$ cat config.mk
export PLATFORM = sky130hd
export DESIGN_NAME = exclusive_sequence_scanner
export DESIGN_NICKNAME = d
export VERILOG_FILES = /design/src/rtl/ess_pkg.sv /design/src/rtl/ess_decode.sv /design/src/rtl/exclusive_sequence_scanner.sv
export SDC_FILE = /design/constraint.sdc
export NUM_CORES = 1
export LEC_CHECK = 0
export BUFFER_PORTS_ARGS = -buffer_cell sky130_fd_sc_hd__buf_4
export CAP_MARGIN = 20
export CORE_MARGIN = 2
export CORE_UTILIZATION = 66
export CTS_BUF_LIST = sky130_fd_sc_hd__clkbuf_8
export CTS_CLUSTER_DIAMETER = 200
export DETAILED_ROUTE_END_ITERATION = 12
export GPL_ROUTABILITY_DRIVEN = 1
export GPL_TIMING_DRIVEN = 1
export PLACE_DENSITY = 0.95
export SLEW_MARGIN = 40
export SYNTH_ARGS = -nofsm -noshare
export SYNTH_HDL_FRONTEND = slang
export SYNTH_SLANG_ARGS = --single-unit
$ cat constraint.sdc
create_clock -name aclk -period 15.71 [get_ports aclk]
set_clock_uncertainty 0.2 [all_clocks]
set_input_delay 0.7855 -clock aclk [delete_from_list [all_inputs] [get_ports aclk]]
set_output_delay 0.7855 -clock aclk [all_outputs]
set_load 0.005 [all_outputs]
$ cat src/rtl/ess_pkg.sv
`default_nettype none
// ----------------------------------------------------------------------------
// Exclusive sequence scanner package
// Beat types, status codes, access families and the instruction decoders.
// ----------------------------------------------------------------------------
package ess_pkg;

    typedef struct packed {
        logic        req_type;
        logic [31:0] start_pc;
        logic [31:0] status_word;
        logic [31:0] code_word;
        logic        first_read_ok;
        logic        second_read_ok;
    } in_beat_t;

    typedef struct packed {
        logic [1:0]  status;
        logic [31:0] fetch_address;
        logic [31:0] target_address;
        logic [2:0]  bkpt_len;
        logic [6:0]  instr_used;
        logic [8:0]  bytes_used;
    } out_beat_t;

    localparam logic [1:0] ST_CONTINUE = 2'd0;
    localparam logic [1:0] ST_FOUND    = 2'd1;
    localparam logic [1:0] ST_FAIL     = 2'd2;
    localparam logic [1:0] ST_IGNORED  = 2'd3;

    localparam logic [1:0] K_OTHER = 2'd0;
    localparam logic [1:0] K_LOAD  = 2'd1;
    localparam logic [1:0] K_STORE = 2'd2;
    localparam logic [1:0] K_CLEAR = 2'd3;

    localparam logic [2:0] FAM_NONE   = 3'd0;
    localparam logic [2:0] FAM_WORD   = 3'd1;
    localparam logic [2:0] FAM_BYTE   = 3'd2;
    localparam logic [2:0] FAM_HALF   = 3'd3;
    localparam logic [2:0] FAM_DOUBLE = 3'd4;

    localparam logic       REQ_START = 1'b0;
    localparam logic [0:0] REG_INSTRUCTION_LIMIT = 1'b0;
    localparam logic [0:0] REG_BYTE_LIMIT        = 1'b1;

    typedef struct packed {
        logic [1:0] kind;
        logic [2:0] fam;
        logic [3:0] base;
        logic [3:0] cond;
        logic       ok;
    } excl_t;

    function automatic logic cond_ok(input logic [3:0] c, input logic [3:0] f);
        logic p;
        p = 1'b0;
        case (c[3:1])
            3'd0: p = f[2];
            3'd1: p = f[1];
            3'd2: p = f[3];
            3'd3: p = f[0];
            3'd4: p = f[1] & ~f[2];
            3'd5: p = f[3] == f[0];
            3'd6: p = ~f[2] & (f[3] == f[0]);
            default: p = (c == 4'he);
        endcase
        return (c == 4'hf) ? 1'b0 : (c[0] ? ~p : p);
    endfunction

    function automatic logic arm_writes_pc(input logic [31:0] w);
        logic nc;
        logic [31:0] lo;
        logic [2:0] op;
        logic r;
        nc = w[31:28] != 4'hf;
        lo = w & 32'h0ffffff0;
        op = w[27:25];
        r = ((w & 32'hfe50ffff) == 32'hf8100a00)
            || (nc && (w & 32'h0fffffff) == 32'h0160006e)
            || ((w & 32'hfe000000) == 32'hfa000000)
            || (nc && (w & 32'h0e000000) == 32'h0a000000)
            || (nc && (lo == 32'h012fff10 || lo == 32'h012fff20 || lo == 32'h012fff30))
            || (nc && (w & 32'h0e100000) == 32'h08100000 && w[15])
            || (nc && (w & 32'h0c10f000) == 32'h0410f000)
            || (nc && w[15:12] == 4'hf
                && (op == 3'd1 || (op == 3'd0 && (!w[4] || !w[7]))));
        return r;
    endfunction

    function automatic logic arm_blocks(input logic [31:0] w);
        logic [27:0] m;
        m = w[27:0];
        return (w[31:28] != 4'hf && w[27:24] == 4'hf)
            || m == 28'h320f002 || m == 28'h320f003;
    endfunction

    function automatic excl_t arm_decode(input logic [31:0] w);
        excl_t d;
        logic [31:0] ls;
        logic [31:0] ss;
        logic [3:0] rn;
        logic [3:0] rt;
        logic [3:0] rs;
        ls = w & 32'h0ff00fff;
        ss = w & 32'h0ff00ff0;
        rn = w[19:16];
        rt = w[15:12];
        rs = w[3:0];
        d = '{kind: K_OTHER, fam: FAM_NONE, base: 4'd0, cond: w[31:28], ok: 1'b0};
        if (w == 32'hf57ff01f) begin
            d.kind = K_CLEAR;
            d.ok = 1'b1;
        end else if (ls == 32'h01900f9f || ls == 32'h01d00f9f || ls == 32'h01f00f9f
                     || ls == 32'h01b00f9f) begin
            d.kind = K_LOAD;
            d.base = rn;
            d.fam = (ls == 32'h01900f9f) ? FAM_WORD : (ls == 32'h01d00f9f) ? FAM_BYTE :
                    (ls == 32'h01f00f9f) ? FAM_HALF : FAM_DOUBLE;
            d.ok = d.cond != 4'hf && rn != 4'hf && rt != 4'hf
                   && (d.fam != FAM_DOUBLE || (!rt[0] && rt != 4'he));
        end else if (ss == 32'h01800f90 || ss == 32'h01c00f90 || ss == 32'h01e00f90
                     || ss == 32'h01a00f90) begin
            d.kind = K_STORE;
            d.base = rn;
            d.fam = (ss == 32'h01800f90) ? FAM_WORD : (ss == 32'h01c00f90) ? FAM_BYTE :
                    (ss == 32'h01e00f90) ? FAM_HALF : FAM_DOUBLE;
            d.ok = d.cond != 4'hf && rn != 4'hf && rt != 4'hf && rs != 4'hf
                   && rt != rn && rt != rs;
            if (d.fam == FAM_DOUBLE) begin
                d.ok = d.ok && !rs[0] && rs != 4'he && {1'b0, rt} != {1'b0, rs} + 5'd1;
            end
        end
        return d;
    endfunction

    function automatic logic t16_writes_pc(input logic [15:0] a);
        logic r;
        r = (a[15:12] == 4'hd && a[11:8] < 4'he) || (a & 16'hf800) == 16'he000
            || (a & 16'hff07) == 16'h4700 || a[15:8] == 8'hbd
            || (a & 16'hf500) == 16'hb100;
        if (a[15:8] == 8'h44 || a[15:8] == 8'h46) begin
            r = r || {a[7], a[2:0]} == 4'hf;
        end
        return r;
    endfunction

    function automatic logic t32_writes_pc(input logic [15:0] a, input logic [15:0] b);
        logic r;
        r = ((a & 16'hf800) == 16'hf000 && b[15]
             && (b[12] || (b & 16'hd001) == 16'hc000
                 || ((b & 16'hd000) == 16'h8000 && a[9:7] != 3'b111)))
            || ((a & 16'hfff0) == 16'he8d0 && (b & 16'hffe0) == 16'hf000)
            || ((a & 16'hfe50) == 16'he810 && (a[7] == a[8] || b[15]))
            || ((a & 16'hff70) == 16'hf850 && b[15:12] == 4'hf)
            || ((a & 16'hffef) == 16'hea4f && (b & 16'hfff0) == 16'h0f00)
            || ((a & 16'hfff0) == 16'hf3c0 && b == 16'h8f00)
            || (a == 16'hf3de && b[15:8] == 8'h8f);
        return r;
    endfunction

    function automatic logic t_blocks(input logic [15:0] a, input logic [15:0] b);
        return a[15:8] == 8'hdf || a == 16'hbf20 || a == 16'hbf30
            || (a == 16'hf3af && (b == 16'h8002 || b == 16'h8003));
    endfunction

    function automatic excl_t t_decode(input logic [15:0] a, input logic [15:0] b);
        excl_t d;
        logic [3:0] rn;
        logic [3:0] rt;
        logic [3:0] rt2;
        logic [3:0] rd;
        rn = a[3:0];
        rt = b[15:12];
        rt2 = b[11:8];
        rd = b[3:0];
        d = '{kind: K_OTHER, fam: FAM_NONE, base: 4'd0, cond: 4'he, ok: 1'b0};
        if (a == 16'hf3bf && b == 16'h8f2f) begin
            d.kind = K_CLEAR;
            d.ok = 1'b1;
        end else if (a[15:4] == 12'he85 && b[11:8] == 4'hf) begin
            d.kind = K_LOAD;
            d.fam = FAM_WORD;
            d.base = rn;
            d.ok = rn != 4'hf && rt != 4'hd && rt != 4'hf;
        end else if (a[15:4] == 12'he8d) begin
            if (b[11:0] == 12'hf4f) d.fam = FAM_BYTE;
            else if (b[11:0] == 12'hf5f) d.fam = FAM_HALF;
            else if (b[7:0] == 8'h7f) d.fam = FAM_DOUBLE;
            if (d.fam != FAM_NONE) begin
                d.kind = K_LOAD;
                d.base = rn;
                d.ok = rn != 4'hf && rt != 4'hd && rt != 4'hf;
                if (d.fam == FAM_DOUBLE) begin
                    d.ok = d.ok && rt2 != 4'hd && rt2 != 4'hf && rt != rt2;
                end
            end
        end else if (a[15:4] == 12'he84) begin
            d.kind = K_STORE;
            d.fam = FAM_WORD;
            d.base = rn;
            d.ok = rn != 4'hf && rt != 4'hd && rt != 4'hf && rt2 != 4'hd && rt2 != 4'hf
                   && rt2 != rn && rt2 != rt;
        end else if (a[15:4] == 12'he8c) begin
            if (b[11:4] == 8'hf4) d.fam = FAM_BYTE;
            else if (b[11:4] == 8'hf5) d.fam = FAM_HALF;
            else if (b[7:4] == 4'h7) d.fam = FAM_DOUBLE;
            if (d.fam != FAM_NONE) begin
                d.kind = K_STORE;
                d.base = rn;
                d.ok = rn != 4'hf && rt != 4'hd && rt != 4'hf && rd != 4'hd && rd != 4'hf
                       && rd != rn && rd != rt;
                if (d.fam == FAM_DOUBLE) begin
                    d.ok = d.ok && rt2 != 4'hd && rt2 != 4'hf && rt != rt2 && rd != rt2;
                end
            end
        end
        return d;
    endfunction

endpackage
`default_nettype wire

$ cat src/rtl/ess_decode.sv
`default_nettype none
// ----------------------------------------------------------------------------
// Exclusive sequence scanner instruction classifier
// Classifies one fetched ARM or Thumb instruction for the scan sequencer.
// ----------------------------------------------------------------------------
module ess_decode (
    input  wire logic           thumb,
    input  wire logic [31:0]    code_word,
    output ess_pkg::excl_t      dec,
    output logic                wide,
    output logic                forbidden
);

    logic [15:0] a;
    logic [15:0] b;

    assign a = code_word[15:0];
    assign b = wide ? code_word[31:16] : 16'd0;
    assign wide = thumb ? (a[15:11] >= 5'h1d) : 1'b1;

    always_comb begin
        if (!thumb) begin
            dec = ess_pkg::arm_decode(code_word);
            forbidden = ess_pkg::arm_writes_pc(code_word) || ess_pkg::arm_blocks(code_word);
        end else begin
            if (wide) begin
                dec = ess_pkg::t_decode(a, b);
            end else begin
                dec = '{kind: ess_pkg::K_OTHER, fam: ess_pkg::FAM_NONE, base: 4'd0,
                        cond: 4'he, ok: 1'b0};
            end
            forbidden = (a[15:8] == 8'hbf && a[3:0] != 4'd0) || ess_pkg::t_blocks(a, b)
                        || (wide ? ess_pkg::t32_writes_pc(a, b) : ess_pkg::t16_writes_pc(a));
        end
    end

endmodule
`default_nettype wire

$ cat src/rtl/exclusive_sequence_scanner.sv
`default_nettype none
// ----------------------------------------------------------------------------
// Exclusive sequence scanner
// A beat is registered on accept; its result beat is then registered at the output.
// Throughput: one beat per cycle with the skid stage empty; state updates per beat.
// The result sits in an output register with a skid stage behind it.
// Reset clears the scan state and loads the limits with 64 and 256.
// ----------------------------------------------------------------------------
module exclusive_sequence_scanner #(
    parameter int MAX_INSTRUCTIONS = 64,
    parameter int MAX_BYTES = 256
) (
    input  wire logic                aclk,
    input  wire logic                aresetn,
    input  wire logic                s_valid,
    output logic                     s_ready,
    input  wire ess_pkg::in_beat_t   s_data,
    output logic                     m_valid,
    input  wire logic                m_ready,
    output ess_pkg::out_beat_t       m_data,
    input  wire logic                cfg_we,
    input  wire logic [0:0]          cfg_index,
    input  wire logic [8:0]          cfg_data
);

    logic [6:0] ilim_reg;
    logic [8:0] blim_reg;
    logic active_reg;
    logic thumb_reg;
    logic [3:0] flags_reg;
    logic [31:0] pc_reg;
    logic [2:0] fam_reg;
    logic [3:0] base_reg;
    logic [6:0] icnt_reg;
    logic [8:0] bcnt_reg;

    logic in_valid_reg;
    ess_pkg::in_beat_t in_reg;
    logic out_valid_reg;
    ess_pkg::out_beat_t out_reg;
    logic skid_valid_reg;
    ess_pkg::out_beat_t skid_reg;

    logic active_next;
    logic thumb_next;
    logic [3:0] flags_next;
    logic [31:0] pc_next;
    logic [2:0] fam_next;
    logic [3:0] base_next;
    logic [6:0] icnt_next;
    logic [8:0] bcnt_next;
    ess_pkg::out_beat_t res;

    ess_pkg::excl_t dec;
    logic wide;
    logic forbidden;

    ess_decode u_dec (
        .thumb     (thumb_reg),
        .code_word (in_reg.code_word),
        .dec       (dec),
        .wide      (wide),
        .forbidden (forbidden)
    );

    logic work;
    assign work = in_valid_reg && !skid_valid_reg;
    assign s_ready = !skid_valid_reg;
    assign m_valid = out_valid_reg;
    assign m_data = out_reg;

    always_comb begin
        logic [7:0] it;
        logic [9:0] bsum2;
        logic [9:0] bsize;
        logic [2:0] size;
        logic [6:0] ic;
        logic [32:0] pcend;
        logic st_ok;
        it = {in_reg.status_word[15:10], in_reg.status_word[26:25]};
        active_next = active_reg;
        thumb_next = thumb_reg;
        flags_next = flags_reg;
        pc_next = pc_reg;
        fam_next = fam_reg;
        base_next = base_reg;
        icnt_next = icnt_reg;
        bcnt_next = bcnt_reg;
        res = '0;
        bsum2 = {1'b0, bcnt_reg} + 10'd2;
        size = wide ? 3'd4 : 3'd2;
        bsize = {1'b0, bcnt_reg} + {7'd0, size};
        ic = icnt_reg + 7'd1;
        pcend = {1'b0, pc_reg} + {30'd0, size};
        st_ok = 1'b0;
        if (in_reg.req_type == ess_pkg::REQ_START) begin
            active_next = 1'b0;
            icnt_next = '0;
            bcnt_next = '0;
            fam_next = ess_pkg::FAM_NONE;
            base_next = '0;
            if (ilim_reg == 7'd0 || 32'(ilim_reg) > 32'(MAX_INSTRUCTIONS)
                || blim_reg == 9'd0 || 32'(blim_reg) > 32'(MAX_BYTES)
                || in_reg.status_word[24] || in_reg.status_word[9]
                || (in_reg.status_word[5] && (in_reg.start_pc[0] || it != 8'd0))
                || (!in_reg.status_word[5] && in_reg.start_pc[1:0] != 2'd0)) begin
                res.status = ess_pkg::ST_FAIL;
            end else begin
                active_next = 1'b1;
                thumb_next = in_reg.status_word[5];
                flags_next = in_reg.status_word[31:28];
                pc_next = in_reg.start_pc;
                res.status = ess_pkg::ST_CONTINUE;
                res.fetch_address = in_reg.start_pc;
            end
            res.instr_used = '0;
            res.bytes_used = '0;
        end else if (!active_reg) begin
            res.status = ess_pkg::ST_IGNORED;
        end else begin
            res.instr_used = icnt_reg;
            res.bytes_used = bcnt_reg;
            res.status = ess_pkg::ST_FAIL;
            if ((thumb_reg && bsum2 > {1'b0, blim_reg}) || bsize > {1'b0, blim_reg}
                || !in_reg.first_read_ok
                || (thumb_reg && wide && (pc_reg > 32'hfffffffd || !in_reg.second_read_ok)))
                begin
                res.status = ess_pkg::ST_FAIL;
            end else begin
                icnt_next = ic;
                bcnt_next = bsize[8:0];
                res.instr_used = ic;
                res.bytes_used = bsize[8:0];
                if (icnt_reg == 7'd0) begin
                    if (dec.kind == ess_pkg::K_LOAD && dec.ok
                        && (thumb_reg || ess_pkg::cond_ok(dec.cond, flags_reg))) begin
                        fam_next = dec.fam;
                        base_next = dec.base;
                        st_ok = 1'b1;
                    end
                end else if (dec.kind == ess_pkg::K_STORE || dec.kind == ess_pkg::K_CLEAR)
                    begin
                    if ((dec.kind == ess_pkg::K_CLEAR
                         || (dec.ok && (thumb_reg || dec.cond == 4'he)
                             && dec.fam == fam_reg && dec.base == base_reg))
                        && !pcend[32]) begin
                        res.status = ess_pkg::ST_FOUND;
                        res.target_address = pcend[31:0];
                        res.bkpt_len = thumb_reg ? 3'd2 : 3'd4;
                    end
                end else if (dec.kind == ess_pkg::K_OTHER && !forbidden) begin
                    st_ok = 1'b1;
                end
                if (st_ok && !pcend[32]) begin
                    pc_next = pcend[31:0];
                    if (32'(ic) < 32'(ilim_reg)) begin
                        res.status = ess_pkg::ST_CONTINUE;
                        res.fetch_address = pcend[31:0];
                    end
                end
            end
            if (res.status == ess_pkg::ST_FOUND || res.status == ess_pkg::ST_FAIL) begin
                active_next = 1'b0;
            end
        end
    end

    always_ff @(posedge aclk) begin
        if (!aresetn) begin
            ilim_reg <= 7'd64;
            blim_reg <= 9'd256;
            active_reg <= 1'b0;
            thumb_reg <= 1'b0;
            flags_reg <= '0;
            pc_reg <= '0;
            fam_reg <= ess_pkg::FAM_NONE;
            base_reg <= '0;
            icnt_reg <= '0;
            bcnt_reg <= '0;
            in_valid_reg <= 1'b0;
            out_valid_reg <= 1'b0;
            skid_valid_reg <= 1'b0;
        end else begin
            if (cfg_we) begin
                if (cfg_index == ess_pkg::REG_INSTRUCTION_LIMIT) ilim_reg <= cfg_data[6:0];
                else blim_reg <= cfg_data;
            end
            if (s_ready) begin
                in_valid_reg <= s_valid;
                if (s_valid) in_reg <= s_data;
            end
            if (work) begin
                active_reg <= active_next;
                thumb_reg <= thumb_next;
                flags_reg <= flags_next;
                pc_reg <= pc_next;
                fam_reg <= fam_next;
                base_reg <= base_next;
                icnt_reg <= icnt_next;
                bcnt_reg <= bcnt_next;
            end
            if (!out_valid_reg || m_ready) begin
                if (skid_valid_reg) begin
                    out_valid_reg <= 1'b1;
                    out_reg <= skid_reg;
                    skid_valid_reg <= 1'b0;
                end else begin
                    out_valid_reg <= work;
                    out_reg <= res;
                end
            end else if (work) begin
                skid_valid_reg <= 1'b1;
                skid_reg <= res;
            end
        end
    end

    a_skid_only_when_stalled: assert property (@(posedge aclk) disable iff (!aresetn)
        $rose(skid_valid_reg) |-> $past(out_valid_reg && !m_ready))
        else $error("skid filled without a stalled output");
    a_ignored_counts_zero: assert property (@(posedge aclk) disable iff (!aresetn)
        (m_valid && m_data.status == ess_pkg::ST_IGNORED) |->
        (m_data.instr_used == 7'd0 && m_data.bytes_used == 9'd0))
        else $error("ignored beat carries counts");
    a_found_size: assert property (@(posedge aclk) disable iff (!aresetn)
        (m_valid && m_data.status == ess_pkg::ST_FOUND) |->
        (m_data.bkpt_len == 3'd2 || m_data.bkpt_len == 3'd4))
        else $error("bad breakpoint size");

endmodule
`default_nettype wire

==> summary.txt <==
Timing
  • Final hold vios: 0
  • Max-slew violations: 0
  • FMAX: roughly 140 MHz
  • Final setup violation count: 0
  • Min Tclk post-route: 6920 ps
  • RSZ-0062 raised after global routing: false
  • Setup tns final: 0 ps
  • Tcrit/Tclk final: 44.1%
  • Worst slew pin tran: 898 ps
  • Setup WS post-layout: around 9000 ps
  • Max-slew headroom: 39.6%

Worst setup path
  • Crit path launch: in_reg[14]$_DFFE_PP_
  • Crit path launch type: flip-flop
  • Crit-path cells: o2111ai_1 -> buf_4 -> nand2_2 -> inv_2 -> ha_1 -> inv_1 -> fa_1 -> nor2_1 -> xor2_1 -> ha_1 -> o21ai_0 -> a21oi_1 -> a221oi_1 -> o22a_1 -> and3_1 -> buf_4 -> a31oi_4 -> a31oi_4 -> buf_4 -> nor2_1 -> a311oi_1
  • Required time of the critical path: 16000 ps
  • WP buf/inv: 5
  • Reg2reg start: in_reg[14]$_DFFE_PP_
  • Crit-path max FO: 55
  • Worst path arrival time: roughly 7200 ps
  • Crit Path Category: flip-flop to flip-flop
  • Slowest stage delay, CP: 770 ps
  • Most used cell, CP: buf_4
  • Slowest stage cell, crit path: o2111ai_1
  • Delay-heaviest family, CP: compound AO/OA/AOI/OAI gates
  • CP endpoint kind: flip-flop

Clock network
  • CTS max path bufs: 3
  • # clock sinks: 329
  • CTS root buffer: clkbuf_8
  • Clk slew on worst S/H paths: 70 ps
  • Clk_lat worst skew: 620 ps
  • Post-CTS Setup Bufs: 0
  • Hold buffers post-CTS: 0
  • TritonCTS buffer count: slightly above 50
  • Htree depth: 2
  • Post_cts resized: 0
  • CTS tree: built

Synthesis
  • Post-synth top area cell: edfxtp_1
  • Number of flops mapped to enable cells by yosys: 250
  • Most frequent cell after synthesis: edfxtp_1
  • Cell Area, Synth: about 17000 µm²
  • Synth top area share: 44.1%
  • Post-synth top flop: edfxtp_1
  • Cells after Synth: 1599
  • Register area share after synthesis: 53.4%
  • Synth cell types: 96
  • Top post-synthesis cells by count: 250 x edfxtp_1, 204 x nand2_1, 132 x nor2_1, 83 x clkbuf_1, 79 x dfxtp_1
  • Mean Syn Cell Area: roughly 11 µm²
  • Synth area leaders: edfxtp_1 44%, dfxtp_1 9.3%, nand2_1 4.5%
  • Yosys warnings: 0
  • Fraction of registers with async set/reset: 0%
  • FF+latch count, synth: 329

GRT
  • First-pass GRT wire length: 76.5 mm
  • Final global-route overflow total: 0
  • Vias in the first global route: 14100
  • Largest net degree at the start of global routing: just over 90
  • Overall Global Routing Usage: 36.5%
  • Antenna violations before repair: 2

Detailed routing
  • DR WL/cell: 23.5 µm
  • Drt initial violations: 2175
  • Antenna viol nets, final: 0
  • Drt drc: 0
  • DRT Pass-1 Iters: 6
  • Detailed-route wire length: between 40 and 50 mm
  • Routed via count: 14500
  • Drt via density: 6.86

Worst hold path
  • Worst hold start: s_data[88]
  • Worst min path class: input port to flip-flop

Power
  • VDD IR-drop max: 0.0795 mV
  • Leak Pwr: roughly 7.0 nW
  • PwrDens: 95.2 nW/µm²
  • Power, Total: 1.87 mW

Die
  • Num ports: around 200
  • Die width: 165 µm
  • Core Footprint: 25300 µm²
  • Rows: 58
  • Die height: 165 µm
  • Starting Density: between 60% and 70%
  • DIE AREA: 27100 µm²

Finish
  • Antenna cells: 0
  • Ratio of cells with drive above 1 in the final layout: 19.8%
  • Synth-to-layout area growth: 15.5%
  • Final Net Count: roughly 1900

Place
  • Hpwl dp: 32.1 mm
  • Port Buf Inserts: 182
  • RePlAce Congestion: 0.961
  • Pre-CTS WS: 8930 ps

Run status
  • Outcome: finished, final reports clean

Flow run
  • Max-cap viol count: 0
-- final cells by class --
| class | count | area [µm²] |
|---|---|---|
| clock buffer | 59 | 812 |
| clock inverter | 37 | 300 |
| fill | 1491 | 5580 |
| inverter | 47 | 176 |
| multi-input combinational | 1105 | 7320 |
| sequential | 329 | 9090 |
| tap | 330 | 413 |
| timing repair buffer | 201 | 1560 |
-- layer usage --
| metal | part of all wire (%) | GRT usage (%) | routed length (µm) | up-vias |
|---|---|---|---|---|
| li1 | - | - | - | 6261 |
| met1 | 36 | 46.6 | 17700 | 6782 |
| met2 | 47 | 59.1 | 23400 | 1150 |
| met3 | 11 | 7.66 | 5530 | 267 |
| met4 | 5.9 | 19.3 | 2900 | 2 |
| met5 | 0.018 | 0 | 9 | - |
-- metrics by stage --
stage / instances / utilization [%] / cell area, µm² / hold slack, ps
final: 2108 / 77.9 / 19700 / 143
after global routing: 2108 / 77.9 / 19700 / 139
after CTS: 2107 / 77.7 / 19600 / 133
after detailed placement: 2011 / 73.3 / 18500 / 271
after global placement: 2009 / 73.1 / 18500 / 259
after floorplan: 1600 / - / 17000 / 242
-- kinds of logic after synthesis --
kind of cell	after synthesis	share of synthesized area (%)
buffers and inverters	166	4.10
AO/OA/AOI/OAI	350	15.4
AND/OR/NAND/NOR	596	17.8
other	1	0.0220
adder cells (fa/ha/maj)	37	2.81
multiplexers	30	1.93
flip-flops	329	53.4
XOR/XNOR	90	4.63
-- worst reg2reg max path: stages (launching register included) --
cell and delay (ps):
edfxtp_1 580, o2111ai_1 770, buf_4 280, nand2_2 190
inv_2 350, ha_1 260, inv_1 60, fa_1 500
nor2_1 350, xor2_1 210, ha_1 260, o21ai_0 170
a21oi_1 80, a221oi_1 250, o22a_1 250, and3_1 170
buf_4 260, a31oi_4 290, a31oi_4 230, buf_4 570
nor2_1 150, a311oi_1 380
-- where the power goes --
part           internal [mW]  leakage, nW  switching [mW]
Clock                  0.428        0.628           0.354
Combinational         0.0495         3.30          0.0616
Sequential             0.956         3.09          0.0232
-- placed cells by master, fill, tap and decap left out, drive strengths merged, types with 26 or more instances in the layout --
cell and n:
edfxtp 250, nand2 205, buf 200, nor2 133
dfxtp 79, a21oi 66, inv 66, o31ai 63
clkbuf 60, nand3 51, xnor2 47, xor2 43
o21ai 42, ha 35, nor3 34, o22ai 26
nand4 26
-- path summary, 6_finish.rpt --
path | slack, ps | endpoint | cells past startpoint
min | 140 | in_reg[88]$_DFFE_PP_ | 1
max | 8790 | pc_reg[31]$_SDFFE_PN0P_ | 21
max reg2reg | 8790 | pc_reg[31]$_SDFFE_PN0P_ | 21
min reg2reg | 290 | base_reg[0]$_SDFFE_PN0P_ | 2
(Power assumes the default switching activity.)
